**config.mk**
```make
export PLATFORM = sky130hd
export DESIGN_NAME = icpn_front
export DESIGN_NICKNAME = d
export VERILOG_FILES = /design/src/rtl/core/icpn_pkg.sv /design/src/rtl/core/icpn_front.sv
export SDC_FILE = /design/constraint.sdc
export NUM_CORES = 1
export LEC_CHECK = 0
export BUFFER_PORTS_ARGS = -buffer_cell sky130_fd_sc_hd__buf_2
export CAP_MARGIN = 20
export CORE_MARGIN = 3
export CORE_UTILIZATION = 55
export CTS_BUF_LIST = sky130_fd_sc_hd__clkbuf_8
export DETAILED_ROUTE_END_ITERATION = 16
export HOLD_SLACK_MARGIN = 0.05
export PLACE_DENSITY_LB_ADDON = 0.12
export SYNTH_ARGS = -nofsm -noshare
export SYNTH_HDL_FRONTEND = slang
export SYNTH_SLANG_ARGS = --single-unit
```
**constraint.sdc**
```tcl
create_clock -name clk -period 6.9 [get_ports clk]
set_input_delay 1.38 -clock clk [delete_from_list [all_inputs] [get_ports clk]]
set_output_delay 1.38 -clock clk [all_outputs]
set_load 0.01 [all_outputs]
```
**src/rtl/core/icpn_pkg.sv**
```systemverilog
`timescale 1ns / 1ps

package icpn_pkg;

    localparam int FRAC_BITS = 12;
    localparam int COUNT_WIDTH = 17;
    localparam int NUM_SUMS = 27;
    localparam int NUM_ATA = 21;
    localparam int IDX_W = 5;
    localparam int ACC_W = 64;
    localparam int IN_W = 192;
    localparam int QUEUE_DEPTH = 4;
    localparam int QPTR_W = 2;
    localparam int A_W = 22;
    localparam int PROD_W = 40;

    // One correspondence reduced to the matrix row 0 and its right-hand sides.
    typedef struct packed {
        logic signed [A_W-1:0] n0;
        logic signed [A_W-1:0] n1;
        logic signed [A_W-1:0] n2;
        logic signed [16:0] p0;
        logic signed [16:0] p1;
        logic signed [16:0] p2;
        logic signed [15:0] s0;
        logic signed [15:0] s1;
        logic signed [15:0] s2;
        logic signed [16:0] d0;
        logic signed [16:0] d1;
        logic signed [16:0] d2;
        logic               last;
    } icpn_item_t;

    typedef enum logic [2:0] {
        ST_ACC  = 3'b001,
        ST_EMIT = 3'b010,
        ST_TERM = 3'b100
    } icpn_state_t;

    function automatic logic signed [A_W-1:0] icpn_norm(input logic signed [15:0] a,
                                                        input logic signed [15:0] b);
        logic signed [A_W-1:0] sum;
        begin
            sum = A_W'(a) + A_W'(b);
            if (FRAC_BITS >= 14)
                icpn_norm = sum <<< (FRAC_BITS - 14);
            else
                icpn_norm = (sum + A_W'(1 <<< (13 - FRAC_BITS))) >>> (14 - FRAC_BITS);
        end
    endfunction

    function automatic logic signed [ACC_W-1:0] icpn_sat_add(
        input logic signed [ACC_W-1:0] a, input logic signed [ACC_W-1:0] b);
        logic signed [ACC_W:0] sum;
        begin
            sum = {a[ACC_W-1], a} + {b[ACC_W-1], b};
            if (sum[ACC_W] != sum[ACC_W-1])
                icpn_sat_add = sum[ACC_W] ? {1'b1, {(ACC_W-1){1'b0}}}
                                          : {1'b0, {(ACC_W-1){1'b1}}};
            else
                icpn_sat_add = sum[ACC_W-1:0];
        end
    endfunction

endpackage

```
**src/rtl/core/icpn_front.sv**
```systemverilog
`timescale 1ns / 1ps

module icpn_front
    import icpn_pkg::*;
(
    input  logic                   clk,
    input  logic                   rst_n,
    input  logic                   in_valid,
    output logic                   in_ready,
    input  logic [IN_W-1:0]        in_data,
    input  logic [COUNT_WIDTH:0]   point_count,
    output logic                   q_valid,
    input  logic                   q_ready,
    output icpn_item_t             q_item
);

    icpn_item_t                queue_reg [QUEUE_DEPTH];
    logic [QPTR_W-1:0]         wr_ptr_reg;
    logic [QPTR_W-1:0]         rd_ptr_reg;
    logic [QPTR_W:0]           fill_reg;
    logic [COUNT_WIDTH-1:0]    seen_reg;
    logic [COUNT_WIDTH-1:0]    seen_next;
    logic [COUNT_WIDTH:0]      limit;
    logic                      push;
    logic                      pop;
    icpn_item_t                item;
    logic signed [15:0]        sv [3];
    logic signed [15:0]        tv [3];

    assign in_ready = (fill_reg != (QPTR_W+1)'(QUEUE_DEPTH));
    assign push = in_valid && in_ready;
    assign q_valid = (fill_reg != '0);
    assign pop = q_valid && q_ready;
    assign q_item = queue_reg[rd_ptr_reg];

    always_comb
    begin
        for (int i = 0; i < 3; i++)
        begin
            sv[i] = in_data[16*i +: 16];
            tv[i] = in_data[48 + 16*i +: 16];
        end
        item.n0 = icpn_norm(in_data[96 +: 16], in_data[144 +: 16]);
        item.n1 = icpn_norm(in_data[112 +: 16], in_data[160 +: 16]);
        item.n2 = icpn_norm(in_data[128 +: 16], in_data[176 +: 16]);
        item.p0 = 17'(sv[0]) + 17'(tv[0]);
        item.p1 = 17'(sv[1]) + 17'(tv[1]);
        item.p2 = 17'(sv[2]) + 17'(tv[2]);
        item.s0 = sv[0];
        item.s1 = sv[1];
        item.s2 = sv[2];
        item.d0 = 17'(tv[0]) - 17'(sv[0]);
        item.d1 = 17'(tv[1]) - 17'(sv[1]);
        item.d2 = 17'(tv[2]) - 17'(sv[2]);
        if (point_count == '0)
            limit = (COUNT_WIDTH+1)'(1);
        else if (point_count > (COUNT_WIDTH+1)'(1 << COUNT_WIDTH))
            limit = (COUNT_WIDTH+1)'(1 << COUNT_WIDTH);
        else
            limit = point_count;
        seen_next = seen_reg + 1'b1;
        item.last = (seen_next == '0) || ({1'b0, seen_next} >= limit);
    end

    always_ff @(posedge clk)
    begin
        if (push)
            queue_reg[wr_ptr_reg] <= item;
    end

    always_ff @(posedge clk or negedge rst_n)
    begin
        if (!rst_n)
        begin
            wr_ptr_reg <= '0;
            rd_ptr_reg <= '0;
            fill_reg <= '0;
            seen_reg <= '0;
        end
        else
        begin
            if (push)
            begin
                wr_ptr_reg <= wr_ptr_reg + 1'b1;
                seen_reg <= item.last ? '0 : seen_next;
            end
            if (pop)
                rd_ptr_reg <= rd_ptr_reg + 1'b1;
            if (push && !pop)
                fill_reg <= fill_reg + 1'b1;
            else if (pop && !push)
                fill_reg <= fill_reg - 1'b1;
        end
    end

    assert property (@(posedge clk) disable iff (!rst_n)
        fill_reg <= (QPTR_W+1)'(QUEUE_DEPTH))
        else $error("queue overflow");
    assert property (@(posedge clk) disable iff (!rst_n)
        (fill_reg == '0) |-> !pop)
        else $error("pop from empty queue");
    assert property (@(posedge clk) disable iff (!rst_n)
        (push && !pop) |=> (fill_reg == $past(fill_reg) + 1'b1))
        else $error("fill count slip");

endmodule

```
# Yosys cells after proc, flatten, opt, wreduce, memory -nomap -nowiden
# Memories as Yosys holds them, arrays and structs flattened.
# Index checks and enable logic that the tools add are counted.
[word_totals] regBits=24 romBits=0 ramBits=868 input_bits=214 latchBits=0 word_cells=43 mem_count=1
[memory_table] memory="queue_reg" words=4 word_bits=217 rd=1 rd_clocked_by_memory_dff=0 write_ports=1 line_no="icpn_front.sv:17" source="icpn_item_t queue_reg [QUEUE_DEPTH];"
[op_classes] addsub=17 multipliers=0 n_eq_ne=1 n_bitwise=0 n_reduce_logical=11 mux=7 shift=0 magnitude_cmp=2 n_div=0
[ops] cell="$add A16 B16 Y17" n=6
[ops] cell="$add A17 B3 Y18 const B" n=3
[ops] cell="$sub A16 B16 Y17" n=3
[ops] cell="$mux W18" n=2
[ops] cell="$ge A17 B18 Y1" n=1
[ops] cell="$gt A18 B18 Y1 const B" n=1
[ops] cell="$logic_not A18 Y1" n=1
[ops] cell="$add A17 B1 Y17 const B" n=1
[ops] cell="$logic_not A17 Y1" n=1
[ops] cell="$mux W17" n=1
[ops] cell="$mux W3" n=2
[ops] cell="$add A2 B1 Y2 const B" n=2
[ops] cell="$logic_and A1 B1 Y1" n=4
[ops] cell="$add A3 B1 Y3 const B" n=1
[ops] cell="$ne A3 B3 Y1 const B" n=1
[ops] cell="$reduce_bool A3 Y1" n=1
[ops] cell="$sub A3 B1 Y3 const B" n=1
[ops] cell="$logic_not A1 Y1" n=2
[ops] cell="$mux W1" n=2
[ops] cell="$reduce_bool A2 Y1" n=1
[ops] cell="$logic_or A1 B1 Y1" n=1

# Logic depth before layout (Yosys ltp)
# Gate-level depths: netlist of run 1.
[logic_depth] depth_word=6 ltp_mapped=15 mapped_depth_nobuf=13

# Worst setup path after synthesis of run 1
# OpenSTA, ideal clock, no wires.
[synth_path] path_type="in2reg" from="in in_valid" to="mem queue_reg[0][0] (netlist name) (enable)" cell_stages=1 arrival_time_ns=5.909 slack_ns=0.409 required_ns=6.318 setup_time_ns=0.582 cell_sequence="and3_1"
[synth_via] elab_chain_len=3
[synth_rtl] item="start: declaration" line_no="icpn_front.sv:8" source="input logic in_valid,"
[synth_rtl] item="$logic_and A1 B1 Y1" line_no="icpn_front.sv:31" source="assign push = in_valid && in_ready;"
[synth_rtl] item="$mux W1" line_no="icpn_front.sv:67" source="if (push)"
[synth_rtl] item="$mux W1 (implied by the code)" line_no="icpn_front.sv:68" source="queue_reg[wr_ptr_reg] <= item;"
[synth_rtl] item="end: declaration" line_no="icpn_front.sv:17"
# No other way between the ends.

==> metrics.csv, run 1 <==
stage,metric,value,unit
global_route,grt_max_degree,163,
global_route,grt_pass1_wl,125000,µm
job,maxCapViolCount,0,
sta,rsz0062_at_grt,no,
sta,holdWs,499,ps
clocking,cts.htree.levels,4,
sta,tightest_slew,1150,ps
floorplanning,initial_core_util,0.557,
final_layout,syn2layout_area_growth,14.4,%
detailed_routing,viasPerCell,5.79,
final_layout,final_cells,3747,
global_route,antenna_found_initial,12,
synth,synth_area,37600,µm²
critical_path,crit_path_end_kind,output port,
final_layout,layout_commonest_cell,edfxtp_1,
global_route,gr-total-overflow,0,
placement,post-dp-hpwl,53500,µm
final_layout,final_nets,3208,
final_layout,layout_common_cells,"edfxtp_1 (784), buf_2 (432), ha_1 (209)",
detailed_routing,routedWlPerCell,21.9,µm
detailed_routing,drt_iter0_drc,1674,
synth,ys_warn_count,0,
sta,setup_viol_count_final,0,
min_path,holdCritPathClass,flip-flop to flip-flop,
sta,finalSetupTns,0,ps
synth,netlist_instances,2295,
power,p_per_area,384,nW/µm²
global_route,grt_pass1_vias,22600,
critical_path,worstSetupStartpointType,flip-flop,
global_route,grt.total_usage,0.230,
critical_path,critPathRequiredTime,5520,ps
sta,skew,42.8,ps
floorplanning,io_pins,433,
placement,place_ws,2020,ps
sta,hold_violations,0,
final_layout,postLayoutCellArea,43100,µm²
synth,synthArstFlopShare,0.0297,
placement,io_buffers,432,
sta,finalCriticalPeriod,4630,ps
sta,fin_crit_sh,0.671,
placement,globalplace.congestion,0.900,
synth,ys_seq_area_frac,0.642,
detailed_routing,drc,0,
critical_path,critPathArrivalTime,3250,ps
synth,yosysUniqueCellTypes,79,
power,ir_drop,0.426,mV
placement,placed_cells,3510,
final_layout,drive_gt1_frac,0.291,
final_layout,multi_input_area,12500,µm²
placement,placed_area,40600,µm²
final_layout,ff_latch_area,24200,µm²
clocking,cts_tree,done,
detailed_routing,vias,21700,
synth,synth_flop_cell,edfxtp_1,
final_layout,final_core_util,0.638,
clocking,post_cts_resize_count,0,
synth,mappedNetlistNets,2728,
floorplanning,rows,95,
detailed_routing,dr.pass1.iters,5,
clocking,cts_made_buffers,136,
sta,drv_slew,0,
critical_path,crit_type,flip-flop to output port,
detailed_routing,drtAntennaViolNets,0,
synth,syn_avg_cell_area,16.4,µm²
floorplanning,core_area,67500,µm²
sta,worst_slack,2270,ps
run_status,run_status,"finished, final reports clean",
clocking,root_buffer,clkbuf_8,
sta,relSlewSlack,0.233,
synth,synth_seq_cells,808,
critical_path,cp_max_fo,162,
clocking,clk_pin_slew,60,ps
power,power_leakage,16.1,nW
floorplanning,die_x,268,µm
final_layout,fill_cells,4923,
clocking,postCtsSetupBuffers,0,
synth,synth_edf_count,784,
final_layout,largest_reg_flops,784,
clocking,clockBufferDepth,3,
sta,timing.fmax,216,MHz
clocking,clk_latency,760,ps
floorplanning,die_y,268,µm
power,power,16.5,mW
detailed_routing,wl,81900,µm
clocking,clkSinkCount,808,
floorplanning,die-area,71600,µm²
clocking,cts_hold_buf,0,
[synth_stat cells, drive strengths merged (18+ instances only)]
cell,n,area share
a211oi,20,0.0040
a21oi,85,0.011
buf,58,0.0087
clkbuf,45,0.0048
dfrtp,24,0.016
edfxtp,784,0.63
ha,209,0.069
inv,136,0.014
mux4,196,0.12
nand2,76,0.0076
nand2b,27,0.0045
nand3,26,0.0036
nor2,108,0.011
nor2b,29,0.0050
nor3,53,0.0070
o21a,19,0.0038
o21ai,54,0.0072
o21bai,20,0.0040
o31ai,18,0.0037
xnor2,95,0.022
xor2,25,0.0058
[area by class of cell]
cell class / count / area share
multi-input cells: 1247 / 0.289
flip-flops and latches: 808 / 0.561
well taps: 873 / 0.0254
inverters: 136 / 0.0119
clock inverters: 91 / 0.0130
repair buffers: 446 / 0.0547
diodes: 6 / 0.000349
clock buffers: 140 / 0.0447
[path summary, 6_finish.rpt]
path / start / end / slack, ps / cells past startpoint
max: rd_ptr_reg[1] / q_item[14] / 2270 / 3
max reg2reg: seen_reg[0] / seen_reg[11] / 2970 / 11
min reg2reg: fill_reg[2] / fill_reg[2] / 500 / 1
max in group asynchronous: rst_n / rd_ptr_reg[0] / 5800 / 1
min: fill_reg[2] / fill_reg[2] / 500 / 1
min in group asynchronous: rst_n / seen_reg[15] / 610 / 1
[where the power goes]
part / total, mW / leakage, nW / internal [mW] / switching [mW]
clock network: 3.91 / 1.43 / 2.08 / 1.84
logic: 5.52 / 7.20 / 2.33 / 3.19
registers: 7.09 / 7.49 / 6.72 / 0.371
total: 16.5 / 16.1 / 11.1 / 5.40
[cells by family after synthesis]
kind of cell,share of synthesized area
AOI/OAI and AO/OA,0.0567
xor gates and xnor gates,0.0279
adders and majority gates,0.0748
buffers and inverters,0.0279
DFF,0.642
muxes,0.119
and+or+nand+nor,0.0525
[metal layers]
metal | vias to the layer above | track usage | wire length (µm)
met3 | 113 | 0.0632 | 5900
met1 | 11000 | 0.295 | 33100
met4 | 6 | 0.0676 | 1510
met5 | - | 0 | 34
li1 | 9965 | - | -
met2 | 662 | 0.387 | 41400
[worst max-delay path: stages, from the launching register on]
cell     delay [ps]
dfrtp_4         840
buf_12          750
mux4_2          460
buf_2           170
No activity file was read; power rests on OpenSTA's default activity.
==> run 2, diff against run 1 <==
==> constraint.sdc (replaced) <==
create_clock -name clk -period 4 [get_ports clk]
set_input_delay 0.8 -clock clk [delete_from_list [all_inputs] [get_ports clk]]
set_output_delay 0.8 -clock clk [all_outputs]
set_load 0.01 [all_outputs]
==> metrics.csv, run 2 (synthesis results as in run 1) <==
stage,metric,value,unit,change
sta,finalCriticalPeriod,3580,ps,
floorplanning,io_pins,433,,unchanged
run_status,run_status,"finished, final reports clean",,
final_layout,syn2layout_area_growth,15.2,%,
detailed_routing,dr.pass1.iters,5,,unchanged
final_layout,postLayoutCellArea,43400,µm²,+0.69%
clocking,clockBufferDepth,3,,unchanged
clocking,clk_latency,760,ps,about the same
critical_path,worstSetupStartpointType,flip-flop,,
sta,relSlewSlack,0.333,,+0.0998
global_route,grt_max_degree,63,,-61%
power,p_per_area,656,nW/µm²,+71%
critical_path,rrSetupSlack,470,ps,-2500 ps
sta,hold_violations,0,,unchanged
placement,post-dp-hpwl,55300,µm,+3.2%
sta,timing.fmax,279,MHz,
critical_path,r2r-end,seen_reg[11],,
clocking,cts_tree,done,,
detailed_routing,vias,21800,,+0.34%
detailed_routing,drtAntennaViolNets,0,,unchanged
sta,tightest_slew,989,ps,-162 ps
sta,drv_slew,0,,unchanged
detailed_routing,drt_iter0_drc,1513,,-9.6%
global_route,grt_pass1_wl,126000,µm,+0.62%
critical_path,regToRegStartpoint,seen_reg[1],,
final_layout,largest_reg_flops,784,,unchanged
clocking,cts.htree.levels,4,,unchanged
critical_path,cp_max_fo,31,,-81%
clocking,cts_made_buffers,136,,unchanged
min_path,holdCritPathClass,input port to flip-flop,,
floorplanning,initial_core_util,0.557,,unchanged
clocking,clkSinkCount,808,,unchanged
clocking,clk_pin_slew,60,ps,about the same
final_layout,final_nets,3237,,+0.90%
global_route,gr-total-overflow,0,,unchanged
floorplanning,core_area,67500,µm²,unchanged
global_route,antenna_found_initial,8,,-4
critical_path,crit_path_end_kind,output port,,
power,ir_drop,0.448,mV,+5.3%
min_path,worstHoldStart,in_data[30],,
min_path,worst_hold_path.num_cells,1,,unchanged
detailed_routing,wl,82100,µm,+0.20%
job,maxCapViolCount,0,,unchanged
critical_path,worstRegToRegCells,11,,unchanged
final_layout,layout_common_cells,"edfxtp_1 (784), buf_2 (432), ha_1 (209)",,
global_route,grt.total_usage,0.230,,+0.000490
sta,skew,37.1,ps,-5.74 ps
floorplanning,die_x,268,µm,unchanged
detailed_routing,drc,0,,unchanged
final_layout,drive_gt1_frac,0.299,,+0.00754
floorplanning,die_y,268,µm,unchanged
sta,setup_viol_count_final,0,,unchanged
detailed_routing,routedWlPerCell,21.7,µm,-0.55%
placement,globalplace.congestion,0.897,,-0.37%
clocking,root_buffer,clkbuf_8,,
sta,fin_crit_sh,0.896,,
placement,placed_area,41000,µm²,+0.98%
detailed_routing,viasPerCell,5.77,,-0.41%
floorplanning,rows,95,,unchanged
final_layout,layout_commonest_cell,edfxtp_1,,
global_route,grt_pass1_vias,22800,,+0.85%
placement,io_buffers,432,,unchanged
floorplanning,die-area,71600,µm²,unchanged
sta,finalSetupTns,0,ps,unchanged
sta,rsz0062_at_grt,no,,
critical_path,critPathArrivalTime,2780,ps,-470 ps
critical_path,crit_type,flip-flop to output port,,
min_path,holdPathEnd,queue_reg[1][82],,
power,power_leakage,16.3,nW,+0.94%
critical_path,critPathRequiredTime,3200,ps,-2320 ps
## run 2: changes by cell type in the layout (fill, tap and decap cells not counted)
cell | before | now
bufinv_16 | 5 | 1
clkinvlp_4 | 4 | 3
clkinv_8 | 1 | 0
inv_8 | 2 | 1
a311oi_2 | 0 | 1
clkinv_2 | 10 | 15
buf_12 | 7 | 22
dlygate4sd3_1 | 0 | 1
buf_4 | 7 | 20
inv_6 | 4 | 8
clkbuf_8 | 140 | 139
a311oi_1 | 3 | 2
inv_1 | 180 | 178
## run 2: per-stage QoR
| step | cells | util | setup slack [ps] | hold slack [ps] | power, mW |
|---|---|---|---|---|---|
| 3_5_place_dp | 3538 | 0.607 | -263 | 509 | 22.3 |
| 2_1_floorplan | 2295 | - | 354 | 455 | 18.5 |
| 5_1_grt | 3774 | 0.642 | 174 | 246 | 30.0 |
| 6_report | 3775 | 0.642 | 417 | 290 | 28.4 |
| 4_1_cts | 3769 | 0.642 | 210 | 204 | 28.9 |
| 3_3_place_gp | 3538 | 0.607 | -291 | 470 | 22.1 |
## run 2: worst max-delay path by stage
stage                   startpoint               to  cells after the start
floorplan                 in_valid  queue_reg[0][0]                      1
global placement    point_count[8]      seen_reg[9]                     14
detailed placement  point_count[8]     seen_reg[11]                     14
CTS                    seen_reg[1]     seen_reg[11]                     11
global route           seen_reg[1]      seen_reg[9]                     11
finish               rd_ptr_reg[0]      q_item[213]                      3
## run 2: metal layers
| metal | vias up | part of all wire | global-route usage |
|---|---|---|---|
| met2 | 637 | 0.50 | 0.381 |
| li1 | 10000 | - | - |
| met4 | 4 | 0.026 | 0.0821 |
| met1 | 11000 | 0.41 | 0.296 |
| met5 | - | 0.00035 | 0 |
| met3 | 144 | 0.069 | 0.0621 |
## run 2: what timing repair did
item,in CTS,in global routing
setup buffers,0,0
endpoints found under the setup margin,0,3
resized for setup,0,1
endpoints found under the hold margin,24,0
hold buffers,1,0
## run 2: area by class of cell
type	count	area [µm²]
Sequential cell	808	24200
Fill cell	4938	24100
Multi-Input combinational cell	1247	12500
Timing Repair Buffer	475	2760
Clock buffer	139	1910
Tap cell	873	1090
Inverter	136	510
Clock inverter	91	458
Antenna cell	6	15.0
## run 2: worst max-delay path, cell delays in order, from the launching register on
cell and delay [ps]:
dfrtp_4 590, buf_4 580, mux4_2 650, buf_2 170
## run 2: report_power, final
group | internal [mW] | leakage (nW) | switching (mW)
clock network | 3.30 | 1.38 | 3.20
logic | 4.20 | 7.40 | 5.62
registers | 11.6 | 7.49 | 0.541
